--- config.mk ---
export PLATFORM = sky130hd
export DESIGN_NAME = ppg_dc_mean_lowpass_filter
export DESIGN_NICKNAME = d
export VERILOG_FILES = /design/src/design/ppgf_pkg.sv /design/src/design/ppgf_cell.sv /design/src/design/ppgf_div.sv /design/src/design/ppg_dc_mean_lowpass_filter.sv
export SDC_FILE = /design/constraint.sdc
export NUM_CORES = 2
export LEC_CHECK = 0
export BUFFER_PORTS_ARGS = -buffer_cell sky130_fd_sc_hd__buf_2
export CORE_MARGIN = 5
export CORE_UTILIZATION = 50
export CTS_CLUSTER_DIAMETER = 30
export DETAILED_ROUTE_END_ITERATION = 10
export PLACE_DENSITY_LB_ADDON = 0.2
export SLEW_MARGIN = 20
export SYNTH_ARGS = -nofsm -noshare
export SYNTH_HDL_FRONTEND = slang
export SYNTH_SLANG_ARGS = --single-unit
--- constraint.sdc ---
create_clock -name i_clk -period 13.5 [get_ports i_clk]
set_input_delay 2.025 -clock i_clk [delete_from_list [all_inputs] [get_ports i_clk]]
set_output_delay 2.025 -clock i_clk [all_outputs]
set_load 0.02 [all_outputs]
--- src/design/ppgf_pkg.sv ---
// ppgf_pkg: widths, register indexes, reset values and types for the ppg filter
// used by ppgf_cell, ppgf_div and ppg_dc_mean_lowpass_filter; no dependencies
package ppgf_pkg;

    localparam int RAW_W     = 18;
    localparam int CFG_W     = 16;
    localparam int CFG_IDX_W = 2;
    localparam int COEF_W    = 16;
    localparam int COEF_FRAC = 16;
    localparam int W_W       = 40;
    localparam int D_W       = 36;
    localparam int V_W       = 36;
    localparam int OUT_W     = 24;
    localparam int EXT_W     = 42;
    localparam int HALF_W    = 20;
    localparam int MUL_A_W   = COEF_W + 1;
    localparam int MUL_B_W   = HALF_W + 1;
    localparam int PROD_W    = MUL_A_W + MUL_B_W;
    localparam int SUM_W     = 58;
    localparam int DIV_STEP  = 4;
    localparam int CNT_W     = 16;

    localparam logic [CFG_IDX_W-1:0] CFG_DC_ALPHA       = 2'd0;
    localparam logic [CFG_IDX_W-1:0] CFG_LP_INPUT_GAIN  = 2'd1;
    localparam logic [CFG_IDX_W-1:0] CFG_LP_FEEDBACK    = 2'd2;
    localparam logic [CFG_IDX_W-1:0] CFG_WARMUP_DISCARD = 2'd3;

    localparam logic [CFG_W-1:0] RST_DC_ALPHA       = 16'd62259;
    localparam logic [CFG_W-1:0] RST_LP_INPUT_GAIN  = 16'd16072;
    localparam logic [CFG_W-1:0] RST_LP_FEEDBACK    = 16'd33392;
    localparam logic [CFG_W-1:0] RST_WARMUP_DISCARD = 16'd0;

    typedef logic signed [D_W-1:0] t_d;

endpackage

--- src/design/ppgf_cell.sv ---
// ppgf_cell: one slot of the mean window shift line, holds one stage-1 output
// depends on ppgf_pkg
module ppgf_cell (
    input  logic          i_clk,
    input  logic          i_rst_n,
    input  logic          i_shift,
    input  ppgf_pkg::t_d  i_data,
    output ppgf_pkg::t_d  o_data
);

    ppgf_pkg::t_d r_data;

    always_ff @(posedge i_clk) begin
        if (!i_rst_n) begin
            r_data <= '0;
        end else if (i_shift) begin
            r_data <= i_data;
        end
    end

    assign o_data = r_data;

endmodule

--- src/design/ppgf_div.sv ---
// ppgf_div: iterative signed-by-unsigned divider, several quotient bits per cycle,
// quotient truncated toward zero; depends on ppgf_pkg
module ppgf_div #(
    parameter int NUM_W = 40,
    parameter int DEN_W = 5
) (
    input  logic                    i_clk,
    input  logic                    i_rst_n,
    input  logic                    i_start,
    input  logic signed [NUM_W-1:0] i_num,
    input  logic        [DEN_W-1:0] i_den,
    output logic                    o_done,
    output logic signed [NUM_W-1:0] o_quot
);

    localparam int STEP   = ppgf_pkg::DIV_STEP;
    localparam int DIV_W  = ((NUM_W + STEP - 1) / STEP) * STEP;
    localparam int ITERS  = DIV_W / STEP;
    localparam int ITER_W = $clog2(ITERS + 1);

    logic              r_busy;
    logic              r_done;
    logic [ITER_W-1:0] r_cnt;
    logic              r_neg;
    logic [DEN_W-1:0]  r_den;
    logic [DEN_W-1:0]  r_rem;
    logic [DIV_W-1:0]  r_quo;

    logic [DEN_W-1:0]  n_rem;
    logic [DIV_W-1:0]  n_quo;
    logic [NUM_W-1:0]  mag_in;
    logic [NUM_W-1:0]  mag_out;

    always_comb begin
        logic [DEN_W:0] trial;
        n_rem = r_rem;
        n_quo = r_quo;
        for (int k = 0; k < STEP; k++) begin
            trial = {n_rem, n_quo[DIV_W-1]};
            n_quo = {n_quo[DIV_W-2:0], 1'b0};
            if (trial >= {1'b0, r_den}) begin
                n_rem    = DEN_W'(trial - {1'b0, r_den});
                n_quo[0] = 1'b1;
            end else begin
                n_rem = DEN_W'(trial);
            end
        end
    end

    assign mag_in  = i_num[NUM_W-1] ? (~i_num + 1'b1) : i_num;
    assign mag_out = r_quo[NUM_W-1:0];

    always_ff @(posedge i_clk) begin
        if (!i_rst_n) begin
            r_busy <= 1'b0;
            r_done <= 1'b0;
            r_cnt  <= '0;
        end else begin
            r_done <= 1'b0;
            if (i_start) begin
                r_busy <= 1'b1;
                r_cnt  <= '0;
            end else if (r_busy) begin
                r_cnt <= r_cnt + 1'b1;
                if (r_cnt == ITER_W'(ITERS - 1)) begin
                    r_busy <= 1'b0;
                    r_done <= 1'b1;
                end
            end
        end
    end

    always_ff @(posedge i_clk) begin
        if (i_start) begin
            r_neg <= i_num[NUM_W-1];
            r_den <= i_den;
            r_rem <= '0;
            r_quo <= DIV_W'(mag_in);
        end else if (r_busy) begin
            r_rem <= n_rem;
            r_quo <= n_quo;
        end
    end

    assign o_done = r_done;
    assign o_quot = r_neg ? $signed(~mag_out + 1'b1) : $signed(mag_out);

endmodule

--- src/design/ppg_dc_mean_lowpass_filter.sv ---
// ppg_dc_mean_lowpass_filter: dc removal, window mean difference and low-pass on ppg samples
// arithmetic runs on a shared 17x21 multiplier (six passes) and a 4-bit-per-cycle window divider;
// one item at a time: a new input is taken only when idle, once the last one is output or discarded
// synchronous active-low reset clears the filter state and window cells; config registers take
// their reset values and the payload registers are not reset
// depends on ppgf_pkg, ppgf_cell, ppgf_div
module ppg_dc_mean_lowpass_filter #(
    parameter int MEAN_WINDOW   = 16,
    parameter int FRACTION_BITS = 8
) (
    input  logic                                  i_clk,
    input  logic                                  i_rst_n,
    input  logic                                  i_in_valid,
    output logic                                  o_in_ready,
    input  logic [ppgf_pkg::RAW_W-1:0]            i_raw_sample,
    output logic                                  o_out_valid,
    input  logic                                  i_out_ready,
    output logic signed [ppgf_pkg::OUT_W-1:0]     o_filtered_value,
    input  logic                                  i_cfg_we,
    input  logic [ppgf_pkg::CFG_IDX_W-1:0]        i_cfg_idx,
    input  logic [ppgf_pkg::CFG_W-1:0]            i_cfg_data
);

    localparam int W_W     = ppgf_pkg::W_W;
    localparam int D_W     = ppgf_pkg::D_W;
    localparam int V_W     = ppgf_pkg::V_W;
    localparam int EXT_W   = ppgf_pkg::EXT_W;
    localparam int SUM_W   = ppgf_pkg::SUM_W;
    localparam int PROD_W  = ppgf_pkg::PROD_W;
    localparam int HALF_W  = ppgf_pkg::HALF_W;
    localparam int TOTAL_W = D_W + $clog2(MEAN_WINDOW);
    localparam int FILL_W  = $clog2(MEAN_WINDOW + 1);

    localparam logic signed [EXT_W-1:0] ROUND_ADD =
        (EXT_W'(1) <<< FRACTION_BITS) - EXT_W'(1);

    localparam logic [3:0] S_IDLE      = 4'd0;
    localparam logic [3:0] S_DC_LO     = 4'd1;
    localparam logic [3:0] S_DC_HI     = 4'd2;
    localparam logic [3:0] S_DC_WAIT   = 4'd3;
    localparam logic [3:0] S_DC_END    = 4'd4;
    localparam logic [3:0] S_DIV_START = 4'd5;
    localparam logic [3:0] S_DIV       = 4'd6;
    localparam logic [3:0] S_MEAN      = 4'd7;
    localparam logic [3:0] S_LP_A      = 4'd8;
    localparam logic [3:0] S_LP_B      = 4'd9;
    localparam logic [3:0] S_LP_C      = 4'd10;
    localparam logic [3:0] S_LP_D      = 4'd11;
    localparam logic [3:0] S_LP_WAIT   = 4'd12;
    localparam logic [3:0] S_LP_END    = 4'd13;
    localparam logic [3:0] S_OUT       = 4'd14;

    function automatic logic signed [W_W-1:0] sat40(input logic signed [EXT_W-1:0] v);
        if ((&v[EXT_W-1:W_W-1]) || !(|v[EXT_W-1:W_W-1])) begin
            return v[W_W-1:0];
        end
        return v[EXT_W-1] ? {1'b1, {(W_W-1){1'b0}}} : {1'b0, {(W_W-1){1'b1}}};
    endfunction

    function automatic logic signed [D_W-1:0] sat36(input logic signed [EXT_W-1:0] v);
        if ((&v[EXT_W-1:D_W-1]) || !(|v[EXT_W-1:D_W-1])) begin
            return v[D_W-1:0];
        end
        return v[EXT_W-1] ? {1'b1, {(D_W-1){1'b0}}} : {1'b0, {(D_W-1){1'b1}}};
    endfunction

    function automatic logic signed [ppgf_pkg::OUT_W-1:0] sat24(
        input logic signed [EXT_W-1:0] v
    );
        if ((&v[EXT_W-1:ppgf_pkg::OUT_W-1]) || !(|v[EXT_W-1:ppgf_pkg::OUT_W-1])) begin
            return v[ppgf_pkg::OUT_W-1:0];
        end
        return v[EXT_W-1] ? {1'b1, {(ppgf_pkg::OUT_W-1){1'b0}}}
                          : {1'b0, {(ppgf_pkg::OUT_W-1){1'b1}}};
    endfunction

    logic [3:0] r_state;

    logic [ppgf_pkg::CFG_W-1:0] r_dc_alpha;
    logic [ppgf_pkg::CFG_W-1:0] r_lp_input_gain;
    logic [ppgf_pkg::CFG_W-1:0] r_lp_feedback;
    logic [ppgf_pkg::CFG_W-1:0] r_warmup_discard;

    logic signed [W_W-1:0]     r_x;
    logic signed [W_W-1:0]     r_dc;
    logic signed [D_W-1:0]     r_d;
    logic signed [TOTAL_W-1:0] r_total;
    logic        [FILL_W-1:0]  r_fill;
    logic signed [W_W-1:0]     r_m;
    logic signed [V_W-1:0]     r_lp;
    logic [ppgf_pkg::CNT_W-1:0] r_discard;
    logic signed [ppgf_pkg::OUT_W-1:0] r_y;
    logic                      r_emit;
    logic                      r_out_valid;
    logic signed [ppgf_pkg::OUT_W-1:0] r_out_value;

    logic signed [PROD_W-1:0]  r_prod;
    logic                      r_prod_vld;
    logic                      r_prod_hi;
    logic signed [SUM_W-1:0]   r_acc;

    logic                      in_xfer;
    logic                      mul_issue;
    logic                      mul_hi;
    logic [ppgf_pkg::COEF_W-1:0] mul_coef;
    logic signed [W_W-1:0]     mul_opnd;
    logic signed [ppgf_pkg::MUL_A_W-1:0] mul_a;
    logic signed [ppgf_pkg::MUL_B_W-1:0] mul_b;
    logic signed [SUM_W-1:0]   addend;

    logic signed [EXT_W-1:0]   acc_q16;
    logic signed [W_W-1:0]     w_sat;
    logic signed [D_W-1:0]     d_sat;
    logic signed [TOTAL_W-1:0] total_next;
    logic signed [V_W-1:0]     v1_sat;
    logic signed [EXT_W-1:0]   lp_sum;
    logic signed [EXT_W-1:0]   lp_scaled;
    logic                      out_load;

    logic                      div_done;
    logic signed [TOTAL_W-1:0] div_quot;

    ppgf_pkg::t_d tap [MEAN_WINDOW+1];

    assign in_xfer = i_in_valid && o_in_ready;

    // window shift line
    assign tap[0] = d_sat;

    for (genvar gi = 0; gi < MEAN_WINDOW; gi++) begin : g_cell
        ppgf_cell u_cell (
            .i_clk   (i_clk),
            .i_rst_n (i_rst_n),
            .i_shift (r_state == S_DC_END),
            .i_data  (tap[gi]),
            .o_data  (tap[gi+1])
        );
    end

    ppgf_div #(
        .NUM_W (TOTAL_W),
        .DEN_W (FILL_W)
    ) u_div (
        .i_clk   (i_clk),
        .i_rst_n (i_rst_n),
        .i_start (r_state == S_DIV_START),
        .i_num   (r_total),
        .i_den   (r_fill),
        .o_done  (div_done),
        .o_quot  (div_quot)
    );

    // shared multiplier operand select
    always_comb begin
        mul_issue = 1'b0;
        mul_hi    = 1'b0;
        mul_coef  = r_dc_alpha;
        mul_opnd  = r_dc;
        case (r_state)
            S_DC_LO: begin
                mul_issue = 1'b1;
            end
            S_DC_HI: begin
                mul_issue = 1'b1;
                mul_hi    = 1'b1;
            end
            S_LP_A: begin
                mul_issue = 1'b1;
                mul_coef  = r_lp_input_gain;
                mul_opnd  = r_m;
            end
            S_LP_B: begin
                mul_issue = 1'b1;
                mul_hi    = 1'b1;
                mul_coef  = r_lp_input_gain;
                mul_opnd  = r_m;
            end
            S_LP_C: begin
                mul_issue = 1'b1;
                mul_coef  = r_lp_feedback;
                mul_opnd  = W_W'(r_lp);
            end
            S_LP_D: begin
                mul_issue = 1'b1;
                mul_hi    = 1'b1;
                mul_coef  = r_lp_feedback;
                mul_opnd  = W_W'(r_lp);
            end
            default: begin
                mul_issue = 1'b0;
            end
        endcase
    end

    assign mul_a  = $signed({1'b0, mul_coef});
    assign mul_b  = mul_hi ? $signed({mul_opnd[W_W-1], mul_opnd[W_W-1:HALF_W]})
                           : $signed({1'b0, mul_opnd[HALF_W-1:0]});
    assign addend = r_prod_hi ? (SUM_W'(r_prod) <<< HALF_W) : SUM_W'(r_prod);

    // stage 1 and window update
    assign acc_q16    = $signed(r_acc[SUM_W-1:ppgf_pkg::COEF_FRAC]);
    assign w_sat      = sat40(EXT_W'(r_x) + acc_q16);
    assign d_sat      = sat36(EXT_W'(w_sat) - EXT_W'(r_dc));
    assign total_next = r_total - TOTAL_W'(tap[MEAN_WINDOW]) + TOTAL_W'(d_sat);

    // stage 3 and output scaling
    assign v1_sat    = sat36(acc_q16);
    assign lp_sum    = EXT_W'(r_lp) + EXT_W'(v1_sat);
    assign lp_scaled = (lp_sum + (lp_sum[EXT_W-1] ? ROUND_ADD : EXT_W'(0))) >>> FRACTION_BITS;

    assign out_load = (r_state == S_OUT) && r_emit && (!r_out_valid || i_out_ready);

    always_ff @(posedge i_clk) begin
        if (!i_rst_n) begin
            r_dc_alpha       <= ppgf_pkg::RST_DC_ALPHA;
            r_lp_input_gain  <= ppgf_pkg::RST_LP_INPUT_GAIN;
            r_lp_feedback    <= ppgf_pkg::RST_LP_FEEDBACK;
            r_warmup_discard <= ppgf_pkg::RST_WARMUP_DISCARD;
        end else if (i_cfg_we) begin
            case (i_cfg_idx)
                ppgf_pkg::CFG_DC_ALPHA:       r_dc_alpha       <= i_cfg_data;
                ppgf_pkg::CFG_LP_INPUT_GAIN:  r_lp_input_gain  <= i_cfg_data;
                ppgf_pkg::CFG_LP_FEEDBACK:    r_lp_feedback    <= i_cfg_data;
                ppgf_pkg::CFG_WARMUP_DISCARD: r_warmup_discard <= i_cfg_data;
                default: begin
                end
            endcase
        end
    end

    always_ff @(posedge i_clk) begin
        if (!i_rst_n) begin
            r_state     <= S_IDLE;
            r_dc        <= '0;
            r_total     <= '0;
            r_fill      <= '0;
            r_lp        <= '0;
            r_discard   <= '0;
            r_emit      <= 1'b0;
            r_out_valid <= 1'b0;
            r_prod_vld  <= 1'b0;
            r_acc       <= '0;
        end else begin
            r_prod_vld <= mul_issue;
            if (r_state == S_DC_END || r_state == S_LP_END) begin
                r_acc <= '0;
            end else if (r_prod_vld) begin
                r_acc <= r_acc + addend;
            end

            if (out_load) begin
                r_out_valid <= 1'b1;
            end else if (i_out_ready) begin
                r_out_valid <= 1'b0;
            end

            case (r_state)
                S_IDLE: begin
                    if (in_xfer) begin
                        r_state <= S_DC_LO;
                    end
                end
                S_DC_LO:     r_state <= S_DC_HI;
                S_DC_HI:     r_state <= S_DC_WAIT;
                S_DC_WAIT:   r_state <= S_DC_END;
                S_DC_END: begin
                    r_dc    <= w_sat;
                    r_total <= total_next;
                    if (r_fill != FILL_W'(MEAN_WINDOW)) begin
                        r_fill <= r_fill + 1'b1;
                    end
                    r_state <= S_DIV_START;
                end
                S_DIV_START: r_state <= S_DIV;
                S_DIV: begin
                    if (div_done) begin
                        r_state <= S_MEAN;
                    end
                end
                S_MEAN:      r_state <= S_LP_A;
                S_LP_A:      r_state <= S_LP_B;
                S_LP_B:      r_state <= S_LP_C;
                S_LP_C:      r_state <= S_LP_D;
                S_LP_D:      r_state <= S_LP_WAIT;
                S_LP_WAIT:   r_state <= S_LP_END;
                S_LP_END: begin
                    r_lp <= v1_sat;
                    if (r_discard < r_warmup_discard) begin
                        r_discard <= r_discard + 1'b1;
                        r_emit    <= 1'b0;
                    end else begin
                        r_emit <= 1'b1;
                    end
                    r_state <= S_OUT;
                end
                S_OUT: begin
                    if (!r_emit || out_load) begin
                        r_state <= S_IDLE;
                    end
                end
                default: r_state <= S_IDLE;
            endcase
        end
    end

    // payload registers
    always_ff @(posedge i_clk) begin
        if (in_xfer) begin
            r_x <= W_W'(i_raw_sample) <<< FRACTION_BITS;
        end
        if (mul_issue) begin
            r_prod    <= mul_a * mul_b;
            r_prod_hi <= mul_hi;
        end
        if (r_state == S_DC_END) begin
            r_d <= d_sat;
        end
        if (r_state == S_MEAN) begin
            r_m <= W_W'(div_quot) - W_W'(r_d);
        end
        if (r_state == S_LP_END) begin
            r_y <= sat24(lp_scaled);
        end
        if (out_load) begin
            r_out_value <= r_y;
        end
    end

    assign o_in_ready       = (r_state == S_IDLE);
    assign o_out_valid      = r_out_valid;
    assign o_filtered_value = r_out_value;

    a_out_from_seq: assert property (@(posedge i_clk) disable iff (!i_rst_n)
        $rose(o_out_valid) |-> $past(r_state == S_OUT))
        else $error("output valid rose outside the output step");

    a_fill_range: assert property (@(posedge i_clk) disable iff (!i_rst_n)
        (r_state == S_DIV_START) |-> (r_fill != '0 && r_fill <= FILL_W'(MEAN_WINDOW)))
        else $error("window fill out of range at divide start");

    a_accept_starts: assert property (@(posedge i_clk) disable iff (!i_rst_n)
        in_xfer |=> (r_state == S_DC_LO))
        else $error("input transfer did not start the sequence");

    a_div_done_state: assert property (@(posedge i_clk) disable iff (!i_rst_n)
        div_done |-> (r_state == S_DIV))
        else $error("divider finished outside the divide step");

endmodule
==> results.yml <==
synthesis:
  synthFlopType: "dfxtp_1"
  synth_cell_types: 95
  ys_async_sr_fraction_pct: 0
  syn-cell-area_um2: 68500
  syn-instance-count: 8188
  seq_area_frac_synth_pct: 34.9
  ys_ff_latch: 1080
  synth_edf_count: 227
  synth_warnings: 0
  synthesis.nets: 8986
  synth.avg_cell_area_um2: 8.37
clock_tree:
  cts_buffer_depth: 3
  h-tree-depth: 4
  cts_resized: 0
  cts_buffers: 235
  cts-root-buf: "clkbuf_16"
  path_clk_slew_ns: 0.05
  cts_setup_buffers: 0
  cts_hold_buf: 0
  insertion_delay_ns: 0.89
  clkSinkCount: 1080
  cts_tree: "done"
sta:
  worst_pin_slew_ns: 1.13
  totalNegativeSetupSlack_ns: 0
  fin_crit_ns: 12.51
  hold_viol: 0
  period_share_pct: 92.7
  maxClockFrequency_ghz: 0.0799
  slew_headroom_pct: 24.4
  drv_slew: 0
  clock_skew_ns: 0.104
  rsz0062_at_grt: "false"
  setup_viol: 0
die:
  die_x_um: 380
  fp.dieArea_um2: 145000
  num_rows: 135
  core_um2: 136000
  ios: 67
  die_y_um: 380
  start_util_pct: 50.5
grt:
  grt_pass1_wl_um: 302000
  antenna_found_initial: 3
  grt_overflow: 0
  grt_usage_pct: 25.9
  grt_pass1_vias: 54600
  grt_start_max_net_pins: 260
setup_path:
  start_kind: "flop"
  critPathKind: "flop to flop"
  cp-end-kind: "flop"
  worstPathArrival_ns: 13.19
  worst_path_max_delay_cell: "a2111oi_0"
  path_max_fanout: 16
  max_stage_delay_ns: 0.83
  crit_top_cell: "a21oi_1"
  cp_data_required_time_ns: 14.18
pwr:
  p_seq_share_pct: 19.6
  sw_frac_of_total_pct: 40.4
  p_leak_nw: 32.1
  p_comb_share_pct: 47.8
  p_per_area_nw_per_um2: 238
  internal_power_mw: 11.2
  clock_power_share_pct: 32.6
  p_switching_mw: 7.61
  vdd_drop_max_v: 0.000230
routing:
  drc: 0
  drt-total-wl_um: 191000
  firstDrtPassIters: 8
  routed_via_density: 5.57
  ant_nets: 0
  drt_iter0_drc: 4465
  vias: 56600
  wl_per_cell_um: 18.8
layout:
  fin_nets: 8966
  fill_cells: 12200
  fin_area_um2: 79100
  antenna_cells: 0
  mostFrequentLayoutCells: "nand2_1, a21oi_1, dfxtp_1, inv_1, nor2_1"
  syn_to_final_growth_pct: 15.4
  drive_above_1_share_pct: 8.34
  layout_commonest_cell: "nand2_1"
hold_path:
  hp-class: "flop to flop"
status:
  outcome: "finished, final reports clean"
placement:
  io_buffers: 66
  hpwl_um: 138000
  gp_congestion: 0.954
  dpl_cell_area_um2: 70300
run:
  drv_cap: 0
-- logic make-up after synthesis --
family                   after synthesis  share of synthesized area [%]
XOR/XNOR                             373                           4.77
buffers and inverters               1113                           6.12
AO/OA/AOI/OAI                       1908                           16.4
AND/OR/NAND/NOR                     2843                           17.7
multiplexers                         114                           2.06
adder cells (fa/ha/maj)              757                           18.0
flip-flops                          1080                           34.9
-- synth_stat cells (13+ instances only) --
cell          n  area (um^2)
and2_1       37          231
o211ai_1     29          218
nor2b_1      98          613
mux2_2       24          270
clkbuf_1    367         1380
xnor2_1     275         2410
or3_1        25          156
a2111oi_0    13          114
o31ai_1      31          233
o22ai_1      31          194
buf_1        22         82.6
o21ai_1      20          100
o21a_1       66          495
inv_1       712         2670
nand2b_1     76          475
nand3_1     101          505
a21o_1      202         1520
a21oi_1    1002         5010
and3_1       39          244
a211oi_1     35          263
fa_1        383         7670
ha_1        374         4680
mux4_2       19          428
o21ai_0     277         1390
nand3b_1     16          120
o21bai_1     37          278
or4_1        17          128
nor4_1       16          100
nand2_1    1828         6860
xor2_1       98          858
nand4_1      37          231
a31oi_1      32          200
mux2i_1      71          711
dfxtp_1     853        17100
edfxtp_1    227         6820
o41ai_1      14          123
nor2_1      420         1580
a21boi_0     13         97.6
nor3_1       68          340
-- metal layers --
metal | vias to the layer above | track usage [%] | share of wire (%)
met5 | - | 0 | 0
met4 | 0 | 10.7 | 4.1
met3 | 390 | 4.12 | 5.7
met2 | 1597 | 42.4 | 47
met1 | 27300 | 34.2 | 43
li1 | 27300 | - | -
-- critical path, delay by kind of cell, from the launching register on --
| kind | cells | cell delay, ns |
|---|---|---|
| xor+xnor | 2 | 0.56 |
| flops | 1 | 0.38 |
| fa+ha+maj | 5 | 1.87 |
| simple gates | 9 | 2.34 |
| compound gates | 26 | 6.87 |
| buf+inv | 3 | 0.34 |
-- flip-flops by register name (all words and copies together) (netlist names), 18 cells and up --
register,flops
r_dc,40
r_total,40
r_y,24
r_m,40
u_div.mag_out,40
r_prod,38
r_acc,58
r_d,36
o_filtered_value,24
r_x,18
r_lp,36
g_cell.u_cell.o_data,576
-- cell type report --
cell class	instances	area (um^2)	area share, %
Sequential cell	1080	23900	30.2
Timing Repair Buffer	142	975	1.23
Inverter	714	2700	3.41
Clock buffer	282	6340	8.02
Tap cell	1781	2230	2.82
Multi-Input combinational cell	5995	40600	51.3
Clock inverter	167	2390	3.03
-- through the flow --
step / util [%] / hold slack, ns / power, mW / setup slack [ns] / cells
finish: 58.2 / 0.386 / 18.8 / 0.990 / 10200
global route: 58.2 / 0.421 / 20.0 / 0.153 / 10200
CTS: 58.2 / 0.389 / 18.8 / 1.20 / 10200
detailed placement: 51.8 / 0.405 / 12.6 / 1.21 / 9711
global placement: 51.8 / 0.402 / 12.5 / 1.36 / 9711
floorplan: - / 0.400 / 10.4 / 3.04 / 8188
-- power by group through the flow --
stage	Sequential (mW)	Clock, mW	Combinational, mW
global placement	3.75	0	8.79
floorplan	3.68	0	6.71
global route	3.70	6.41	9.93
detailed placement	3.75	0	8.84
finish	3.70	6.13	9.00
CTS	3.69	6.22	8.91
-- final timing paths --
kind	end	slack, ns	cells past startpoint	start
worst min-delay path	g_cell[9].u_cell.o_data[30]	0.39	2	g_cell[8].u_cell.o_data[30]
worst max register to register	r_total[38]	0.99	45	r_x[9]
worst min register to register	g_cell[9].u_cell.o_data[30]	0.39	2	g_cell[8].u_cell.o_data[30]
worst max-delay path	r_total[38]	0.99	45	r_x[9]
Note: power is estimated with default switching activity, not from simulation.
